<file path="src/hw/rtl/tfn_pkg.sv">
// Shared types and constants for the triangle face normal core.
package tfn_pkg;

  // Number of vector components handled side by side.
  localparam int AXES = 3;

  // Fill status of the queue between the front and back sections.
  typedef struct packed {
    logic full;
    logic empty;
  } tfn_qstat_t;

endpackage

</file>
<file path="src/hw/rtl/tfn_queue.sv">
// Small FIFO between the front and back sections.
module tfn_queue
  import tfn_pkg::*;
#(
  parameter int WIDTH = 8,
  parameter int DEPTH = 4
) (
  input  logic             clk,
  input  logic             rst,
  input  logic             push,
  input  logic [WIDTH-1:0] wdata,
  input  logic             pop,
  output logic [WIDTH-1:0] rdata,
  output tfn_qstat_t       qstat
);

  localparam int AW = (DEPTH > 1) ? $clog2(DEPTH) : 1;
  localparam int CW = $clog2(DEPTH + 1);

  logic [WIDTH-1:0] mem [DEPTH];
  logic [AW-1:0]    wptr, rptr;
  logic [CW-1:0]    count;
  logic             do_push, do_pop;

  assign qstat.full  = (count == CW'(DEPTH));
  assign qstat.empty = (count == '0);
  assign do_push     = push && !qstat.full;
  assign do_pop      = pop && !qstat.empty;
  assign rdata       = mem[rptr];

  always_ff @(posedge clk) begin
    if (do_push) begin
      mem[wptr] <= wdata;
    end
  end

  always_ff @(posedge clk) begin
    if (rst) begin
      wptr  <= '0;
      rptr  <= '0;
      count <= '0;
    end else begin
      if (do_push) begin
        wptr <= (wptr == AW'(DEPTH - 1)) ? '0 : wptr + 1'b1;
      end
      if (do_pop) begin
        rptr <= (rptr == AW'(DEPTH - 1)) ? '0 : rptr + 1'b1;
      end
      if (do_push && !do_pop) begin
        count <= count + 1'b1;
      end else if (do_pop && !do_push) begin
        count <= count - 1'b1;
      end
    end
  end

endmodule

</file>
<file path="config.mk">
export PLATFORM = sky130hd
export DESIGN_NAME = tfn_queue
export DESIGN_NICKNAME = d
export VERILOG_FILES = /design/src/hw/rtl/tfn_pkg.sv /design/src/hw/rtl/tfn_queue.sv
export SDC_FILE = /design/constraint.sdc
export NUM_CORES = 1
export LEC_CHECK = 0
export BUFFER_PORTS_ARGS = -buffer_cell sky130_fd_sc_hd__buf_2
export CORE_MARGIN = 2
export CORE_UTILIZATION = 50
export CTS_BUF_LIST = sky130_fd_sc_hd__clkbuf_8 sky130_fd_sc_hd__clkbuf_16
export DETAILED_ROUTE_END_ITERATION = 12
export PLACE_DENSITY_LB_ADDON = 0.05
export SKIP_CTS_REPAIR_TIMING = 1
export SYNTH_ARGS = -nofsm -noshare
export SYNTH_HDL_FRONTEND = slang
export SYNTH_SLANG_ARGS = --single-unit
</file>
<file path="constraint.sdc">
create_clock -name clk -period 2 [get_ports clk]
set_input_delay 0.4 -clock clk [delete_from_list [all_inputs] [get_ports clk]]
set_output_delay 0.4 -clock clk [all_outputs]
set_load 0.02 [all_outputs]
</file>
# After elaboration in Yosys (flattened, before gate mapping)
# Memory sizes are Yosys's and may differ from the RTL's. A register that Yosys moved wholly into a read port is not among the register bits.
# Cells that the tools add are included.
[word_totals] ramBits=32 reg_bits=7 word_cells=29 memories=1 out_inout_bits=10
[classes] eq_ne=3 reduce_logical=10 muxes=8 add_sub_neg=4
[mem_list] memory="mem" words=4 word_bits=8 read_ports=1 rd_ports_with_merged_regs=1 wr=1 line="tfn_queue.sv:20" rtl="logic [WIDTH-1:0] mem [DEPTH];"
[op_table] operator="$mux 2" count=4
[op_table] operator="$mux 3" count=2
[op_table] operator="$add 2x1->2 const B" count=2
[op_table] operator="$eq 2x2->1 const B" count=2
[op_table] operator="$logic_and 1x1->1" count=4
[op_table] operator="$logic_not 1->1" count=4
[op_table] operator="$add 3x1->3 const B" count=1
[op_table] operator="$eq 3x3->1 const B" count=1
[op_table] operator="$logic_not 3->1" count=1
[op_table] operator="$sub 3x1->3 const B" count=1
[op_table] operator="$mux 1" count=2
[op_table] operator="$reduce_bool 2->1" count=1

# Logic depth before layout (Yosys ltp)
# Gate-level depths: netlist of the first run.
[logic_depth] ltp_word=7 ltp_mapped=10 mapped_depth_nobuf=9

# Worst setup path before layout of the first run
# No wires, ideal clock.
[synth_path] path_type="reg-to-reg" from="register count[0]" to="register count[2]" t_required_ns=1.930 setup_ns=0.070 t_arrival_ns=2.124 path_slack_ns=-0.194 n_path_buf=1 path_stages_with_launch=11 path_cell_list="dfxtp_1 or3b_1 buf_6 clkinv_4 nor2_2 ha_1 inv_1 fa_1 xor2_1 or3_2 a21oi_1"
[synth_rtl] item="from (decl)" line="tfn_queue.sv:22" rtl="logic [CW-1:0] count;"
[synth_rtl] item="from (signal assigned)" line="tfn_queue.sv:50" rtl="count <= count + 1'b1;"
[synth_rtl] item="from (signal assigned)" line="tfn_queue.sv:52" rtl="count <= count - 1'b1;"

# Final worst setup path of the first run
[layout_path] from="register count[2]" to="register count[2]"
[layout_between] elab_chain_len=6 word_cells_on_any_way=15 cone_classes="add/sub (2); eq/ne (1); mux (2); reduce/logical (10)"
[layout_rtl] item="$eq 3x3->1 (*)" line="tfn_queue.sv:25" rtl="assign qstat.full = (count == CW'(DEPTH));"
[layout_rtl] item="$logic_not 1->1 (*)" line="tfn_queue.sv:27" rtl="assign do_push = push && !qstat.full;"
[layout_rtl] item="$logic_and 1x1->1 (*)" line="tfn_queue.sv:27"
[layout_rtl] item="net do_push" line="tfn_queue.sv:23" rtl="logic do_push, do_pop;"
[layout_rtl] item="$logic_not 1->1" line="tfn_queue.sv:51" rtl="end else if (do_pop && !do_push) begin"
[layout_rtl] item="$logic_and 1x1->1" line="tfn_queue.sv:51"
[layout_rtl] item="$reduce_bool 2->1 (no source line)"
# Mark *: on every way through the listed nets, which the timed path passes. The rest lies on a longest branch. The select of a mux whose other input is x is not followed.
# A chain may end at the register's enable or synchronous reset.

==> results.py, run 1 <==
metrics = {
    "place": {
        "dp_hpwl_um": 1820,
        "dpl_worst_slack_ps": -69.2,
        "gp_congestion": 0.706,
        "place_area_mm2": 0.00189,
        "port_buffers": 21,
    },
    "sta": {
        "rsz0062_at_grt": "yes",
        "relSlewSlack_pct": 74.0,
        "setup_viol_count_final": 0,
        "fin_setup_tns_ps": 0,
        "finalMaxSlewViolations": 0,
        "worst_pin_slew_ps": 389,
        "timing.final.ws_setup_ps": 5.04,
        "final.setup_skew_ps": 4.35,
        "finalCriticalPeriod_ps": 1990,
        "fin_crit_sh_pct": 99.7,
        "hold_ws_ps": 323,
        "fmax_mhz": 501,
        "hold_viol_final": 0,
    },
    "global_route": {
        "grt_usage_pct": 16.8,
        "busiest_layer": "met2",
        "antenna_found_initial": 0,
        "met1_usage_pct": 19.7,
        "met3_usage_pct": 6.30,
        "overflow": 0,
        "grt_pass1_wl_um": 4180,
        "grt_pass1_vias": 881,
        "grt_max_degree": 13,
        "grtUsageMet2_pct": 27.1,
    },
    "drt": {
        "drt-wirelength-per-cell_um": 15.3,
        "avgViaCountPerCell": 5.08,
        "drt_first_pass_iters": 4,
        "ant_nets": 0,
        "dr.first_iter.drc_count": 12,
        "vias": 874,
        "drt-total-wl_um": 2630,
        "drc": 0,
    },
    "pwr": {
        "switching_share_pct": 29.8,
        "vdd_ir_drop_max_mv": 0.632,
        "cell_internal_pwr_mw": 1.72,
        "p_sw_mw": 0.728,
        "p_leak_nw": 0.764,
        "p_per_area_mw_per_mm2": 1220,
        "combPwrFrac_pct": 32.9,
        "p_clk_share_pct": 21.5,
        "share_seq_of_total_power_pct": 45.6,
    },
    "synthesis": {
        "synth_async_sr_flop_share_pct": 0,
        "synth_top_flop_cell": "edfxtp_1",
        "ys_types": 26,
        "avgSynthCellArea_um2": 17.9,
        "synthTopCellsByArea": "edfxtp_1 58%, dfxtp_1 11%, mux4_2 11%, ha_1 4.6%, and3_2 1.8%",
        "syn-instance-count": 92,
        "yosys.area.top_type": "edfxtp_1",
        "yosysWarnings": 0,
        "ys_seq_area_share_pct": 69.4,
        "ys_ff_latch": 41,
        "syn_area_mm2": 0.00165,
        "synth_edf_count": 32,
        "synthesis.nets": 111,
        "yosysTopAreaCellShare_pct": 58.4,
    },
    "clocking": {
        "cts_made_buffers": 5,
        "cts_sinks": 41,
        "cts_tree": "yes",
        "clk_pin_slew_worst_paths_ps": 70,
        "clk_latency_ps": 290,
        "root_buffer": "clkbuf_8",
        "h-tree-depth": 2,
        "clockBufferDepth": 2,
    },
    "critical_path": {
        "cp.depth": 9,
        "cp.required_ps": 2230,
        "critical_path.cell_chain": "or3b_4 > clkinv_8 > nor2_4 > ha_4 > inv_2 > fa_2 > xor2_1 > or3_4 > a21oi_2",
        "start_kind": "register",
        "critPathMaxStageDelay_ps": 350,
        "crit_arrival_ps": 2220,
        "criticalPathCategory": "register to register",
        "critPathTopFamily": "simple AND/OR/NAND/NOR gates",
        "r2r_cells": 9,
        "crit_buf_inv": 2,
        "cp_slowest_cell": "fa_2",
        "end_kind": "register",
        "critPathMaxFanout": 2,
    },
    "min_path": {
        "hp-class": "input pin to register",
        "whs_path_depth": 1,
    },
    "cells_and_area": {
        "synthToLayoutAreaGrowth_pct": 22.1,
        "fillers": 257,
        "num-nets-final": 146,
        "drive_gt1_share_pct": 49.2,
        "design_area_mm2": 0.00201,
        "antenna_cells": 0,
    },
    "floorplan": {
        "ios": 22,
        "start_util_pct": 53.0,
        "die-width_um": 61.4,
        "row_count": 20,
        "dieArea_mm2": 0.00377,
        "chipHeight_um": 61.4,
        "core_mm2": 0.00310,
    },
    "flow_run": {
        "drv_cap": 0,
    },
    "run_status": {
        "status": "completed",
    },
}
## stage by stage
stage	power [mW]	utilization, %	instances
floorplan	1.64	-	92
global placement	1.88	61.0	164
detailed placement	1.90	61.0	164
CTS	2.43	64.0	172
global route	2.59	64.8	172
finish	2.44	64.8	172
## kinds of logic (layout without fill, tap and decap cells)
family / count (synthesis) / after routing / share of synthesized area (%)
AND/OR/NAND/NOR: 16 / 16 / 5.70
buffers and inverters: 9 / 45 / 2.89
multiplexers: 10 / 10 / 12.2
AO/OA/AOI/OAI: 7 / 7 / 3.04
flip-flops: 41 / 41 / 69.4
XOR/XNOR: 2 / 2 / 1.06
adder cells (fa/ha/maj): 7 / 7 / 5.78
## power by group through the flow
stage	clock, mW	sequential [mW]	combinational [mW]
3_3_place_gp	0	1.12	0.757
3_5_place_dp	0	1.13	0.772
4_1_cts	0.545	1.11	0.777
6_report	0.526	1.11	0.804
5_1_grt	0.580	1.13	0.887
2_1_floorplan	0	1.11	0.529
## per-layer routing
| layer | share of wire [%] | vias to the layer above |
|---|---|---|
| li1 | - | 417 |
| met1 | 42 | 432 |
| met3 | 4.1 | 7 |
| met5 | 0 | - |
| met4 | 2.3 | 0 |
| met2 | 52 | 18 |
## cell usage in the layout (no fill, tap or decap), types with 3 or more instances in the layout
| master | netlist | final |
|---|---|---|
| clkbuf_8 | 0 | 6 |
| edfxtp_1 | 32 | 32 |
| dfxtp_1 | 9 | 6 |
| inv_1 | 4 | 5 |
| and3_2 | 4 | 4 |
| buf_2 | 1 | 21 |
| nor2_1 | 3 | 3 |
| ha_1 | 6 | 5 |
| mux4_2 | 8 | 8 |
| buf_4 | 0 | 11 |
## flip-flops by register name (all words and copies together) (netlist names), named ones only
signal / count
count: 3
rptr: 2
mem: 32
wptr: 2
## worst register-to-register path, delay by kind of cell, from the launching register on
family,cells,cell delay (ps)
buffers and inverters,2,100
flip-flops,1,320
AND/OR/NAND/NOR,3,730
XOR/XNOR,1,190
AO/OA/AOI/OAI,1,110
adder cells (fa/ha/maj),2,500
## cell type report
cell class | count | area (um2) | share of cell area [%]
repair buffers | 32 | 188 | 9.34
multi-input cells | 42 | 495 | 24.7
inverters | 5 | 31.3 | 1.56
flip-flops and latches | 41 | 1150 | 57.2
clock buffers | 6 | 82.6 | 4.11
well taps | 44 | 55.1 | 2.74
clock inverters | 2 | 7.51 | 0.374
## cell usage after synthesis (all sizes together), types with 2 or more instances
cell    count
xor2        2
o31ai       2
nor2        4
buf         3
edfxtp     32
mux2i       2
ha          6
and3        4
a21oi       3
inv         4
o21ai       2
dfxtp       9
mux4        8
or3         2
nand3       2
nor3        2
## final timing paths
path / slack, ps / from / end
worst min-delay path: 320 / wdata[1] / mem[1][1]
worst max register to register: 5 / count[2] / count[2]
worst max-delay path: 5 / count[2] / count[2]
worst min register to register: 500 / rptr[0] / register
(Power assumes the default switching activity.)
==> inputs of run 2 (changes only) <==
- CAP_MARGIN: unset -> 40
- CORE_UTILIZATION: 50 -> 45
- PLACE_DENSITY: unset -> 0.72
- PLACE_DENSITY_LB_ADDON: 0.05 -> unset
==> results.py, run 2 (synthesis gave the netlist of run 1 again) <==
metrics = {
    "run_status": {
        "status": "completed",
    },
    "clocking": {
        "cts_sinks": 41,
        "clk_pin_slew_worst_paths_ps": 70,
        "h-tree-depth": 2,
        "clockBufferDepth": 2,
        "cts_tree": "yes",
        "root_buffer": "clkbuf_8",
        "clk_latency_ps": 280,
        "cts_made_buffers": 5,
    },
    "cells_and_area": {
        "top_register": "mem",
        "largest_reg_flops": 32,
        "drive_gt1_share_pct": 49.2,
        "synthToLayoutAreaGrowth_pct": 20.9,
        "final_common_cell": "edfxtp_1",
        "final_cell_mix": "32 x edfxtp_1, 21 x buf_2, 9 x buf_4",
        "top_regs": "mem x32, count x3",
        "fillers": 278,
        "final_util_pct": 58.2,
        "num-nets-final": 144,
        "antenna_cells": 0,
    },
    "critical_path": {
        "cp.required_ps": 2220,
        "r2r-end": "count[2]",
        "start_kind": "register",
        "critPathMaxFanout": 4,
        "r2r_cells": 8,
        "worst-r2r-setup-slack_ps": 30,
        "crit_arrival_ps": 2190,
        "regToRegStartpoint": "count[2]",
        "cp_slowest_cell": "fa_2",
        "critPathMaxStageDelay_ps": 340,
        "criticalPathCategory": "register to register",
        "critical_path.cell_chain": "buf_4 > o31ai_4 > ha_4 > inv_2 > fa_2 > xor2_1 > or3_4 > a21oi_2",
        "end_kind": "register",
    },
    "floorplan": {
        "chipHeight_um": 64.5,
        "dieArea_mm2": 0.00416,
        "die-width_um": 64.5,
        "core_mm2": 0.00342,
        "row_count": 21,
        "start_util_pct": 48.2,
        "ios": 22,
    },
    "global_route": {
        "grt_pass1_wl_um": 4220,
        "grt_pass1_vias": 922,
        "antenna_found_initial": 0,
        "grt_usage_pct": 14.3,
        "grt_max_degree": 13,
        "overflow": 0,
    },
    "sta": {
        "final.setup_skew_ps": 6.53,
        "rsz0062_at_grt": "yes",
        "fmax_mhz": 508,
        "fin_crit_sh_pct": 98.5,
        "setup_viol_count_final": 0,
        "relSlewSlack_pct": 73.1,
        "hold_viol_final": 0,
        "finalCriticalPeriod_ps": 1970,
        "finalMaxSlewViolations": 0,
        "worst_pin_slew_ps": 403,
    },
    "pwr": {
        "p_per_area_mw_per_mm2": 1200,
        "p_leak_nw": 0.749,
        "vdd_ir_drop_max_mv": 0.535,
        "power_mw": 2.39,
    },
    "drt": {
        "vias": 871,
        "drc": 0,
        "ant_nets": 0,
        "dr.first_iter.drc_count": 43,
        "drt_first_pass_iters": 4,
        "drt-total-wl_um": 2570,
        "avgViaCountPerCell": 5.06,
        "drt-wirelength-per-cell_um": 14.9,
    },
    "min_path": {
        "whs_path_depth": 1,
        "hold_start": "wdata[2]",
        "hp-class": "input pin to register",
        "min_to": "mem[1][2]",
    },
    "place": {
        "port_buffers": 21,
        "dp_hpwl_um": 1790,
        "gp_congestion": 0.752,
    },
    "flow_run": {
        "drv_cap": 0,
    },
}
run 2: how the worst max path moves through the flow:
stage,slack (ps),cells past startpoint,start,endpoint
after floorplan,-20,10,count[2],count[2]
after CTS,-100,9,count[1],count[2]
after global placement,-0.08,9,count[1],count[2]
after detailed placement,-70,9,count[1],count[2]
final,30,8,count[2],count[2]
after global routing,-30,8,count[2],count[2]
run 2: routing by layer:
layer / vias to the layer above / GRT usage (%) / wire length, um
met5: - / 0 / 0
met4: 0 / 7.18 / 41
met3: 5 / 4.86 / 126
met2: 18 / 24.0 / 1340
met1: 432 / 16.3 / 1060
li1: 416 / - / -
run 2: power by group:
| group | internal, mW | switching, mW | total [mW] |
|---|---|---|---|
| Combinational | 0.381 | 0.402 | 0.783 |
| Sequential | 1.05 | 0.0632 | 1.11 |
| Clock | 0.236 | 0.260 | 0.496 |
run 2: critical path, delay by kind of cell (launching register included):
family / cells / cell delay, ps
AOI/OAI and AO/OA: 2 / 390
and+or+nand+nor: 1 / 330
adders and majority gates: 2 / 520
buffers and inverters: 2 / 180
xor gates and xnor gates: 1 / 160
DFF: 1 / 320
run 2: cell type report:
class | count | area, um2 | area share (%)
Clock buffer | 5 | 68.8 | 3.46
Clock inverter | 3 | 13.8 | 0.692
Inverter | 5 | 31.3 | 1.57
Multi-Input combinational cell | 42 | 495 | 24.9
Sequential cell | 41 | 1150 | 57.8
Tap cell | 46 | 57.6 | 2.89
Timing Repair Buffer | 30 | 173 | 8.68
run 2: stage by stage:
stage	setup slack (ps)	std cells	setup TNS (ps)	hold WS (ps)	cell area (um2)
finish	30.6	172	0	328	1990
global route	-30.8	172	-30.8	321	1990
CTS	-95.9	172	-95.9	326	1960
detailed placement	-73.5	164	-73.5	494	1880
global placement	-0.0784	164	-0.0784	476	1880
floorplan	-15.9	92	-15.9	463	1680
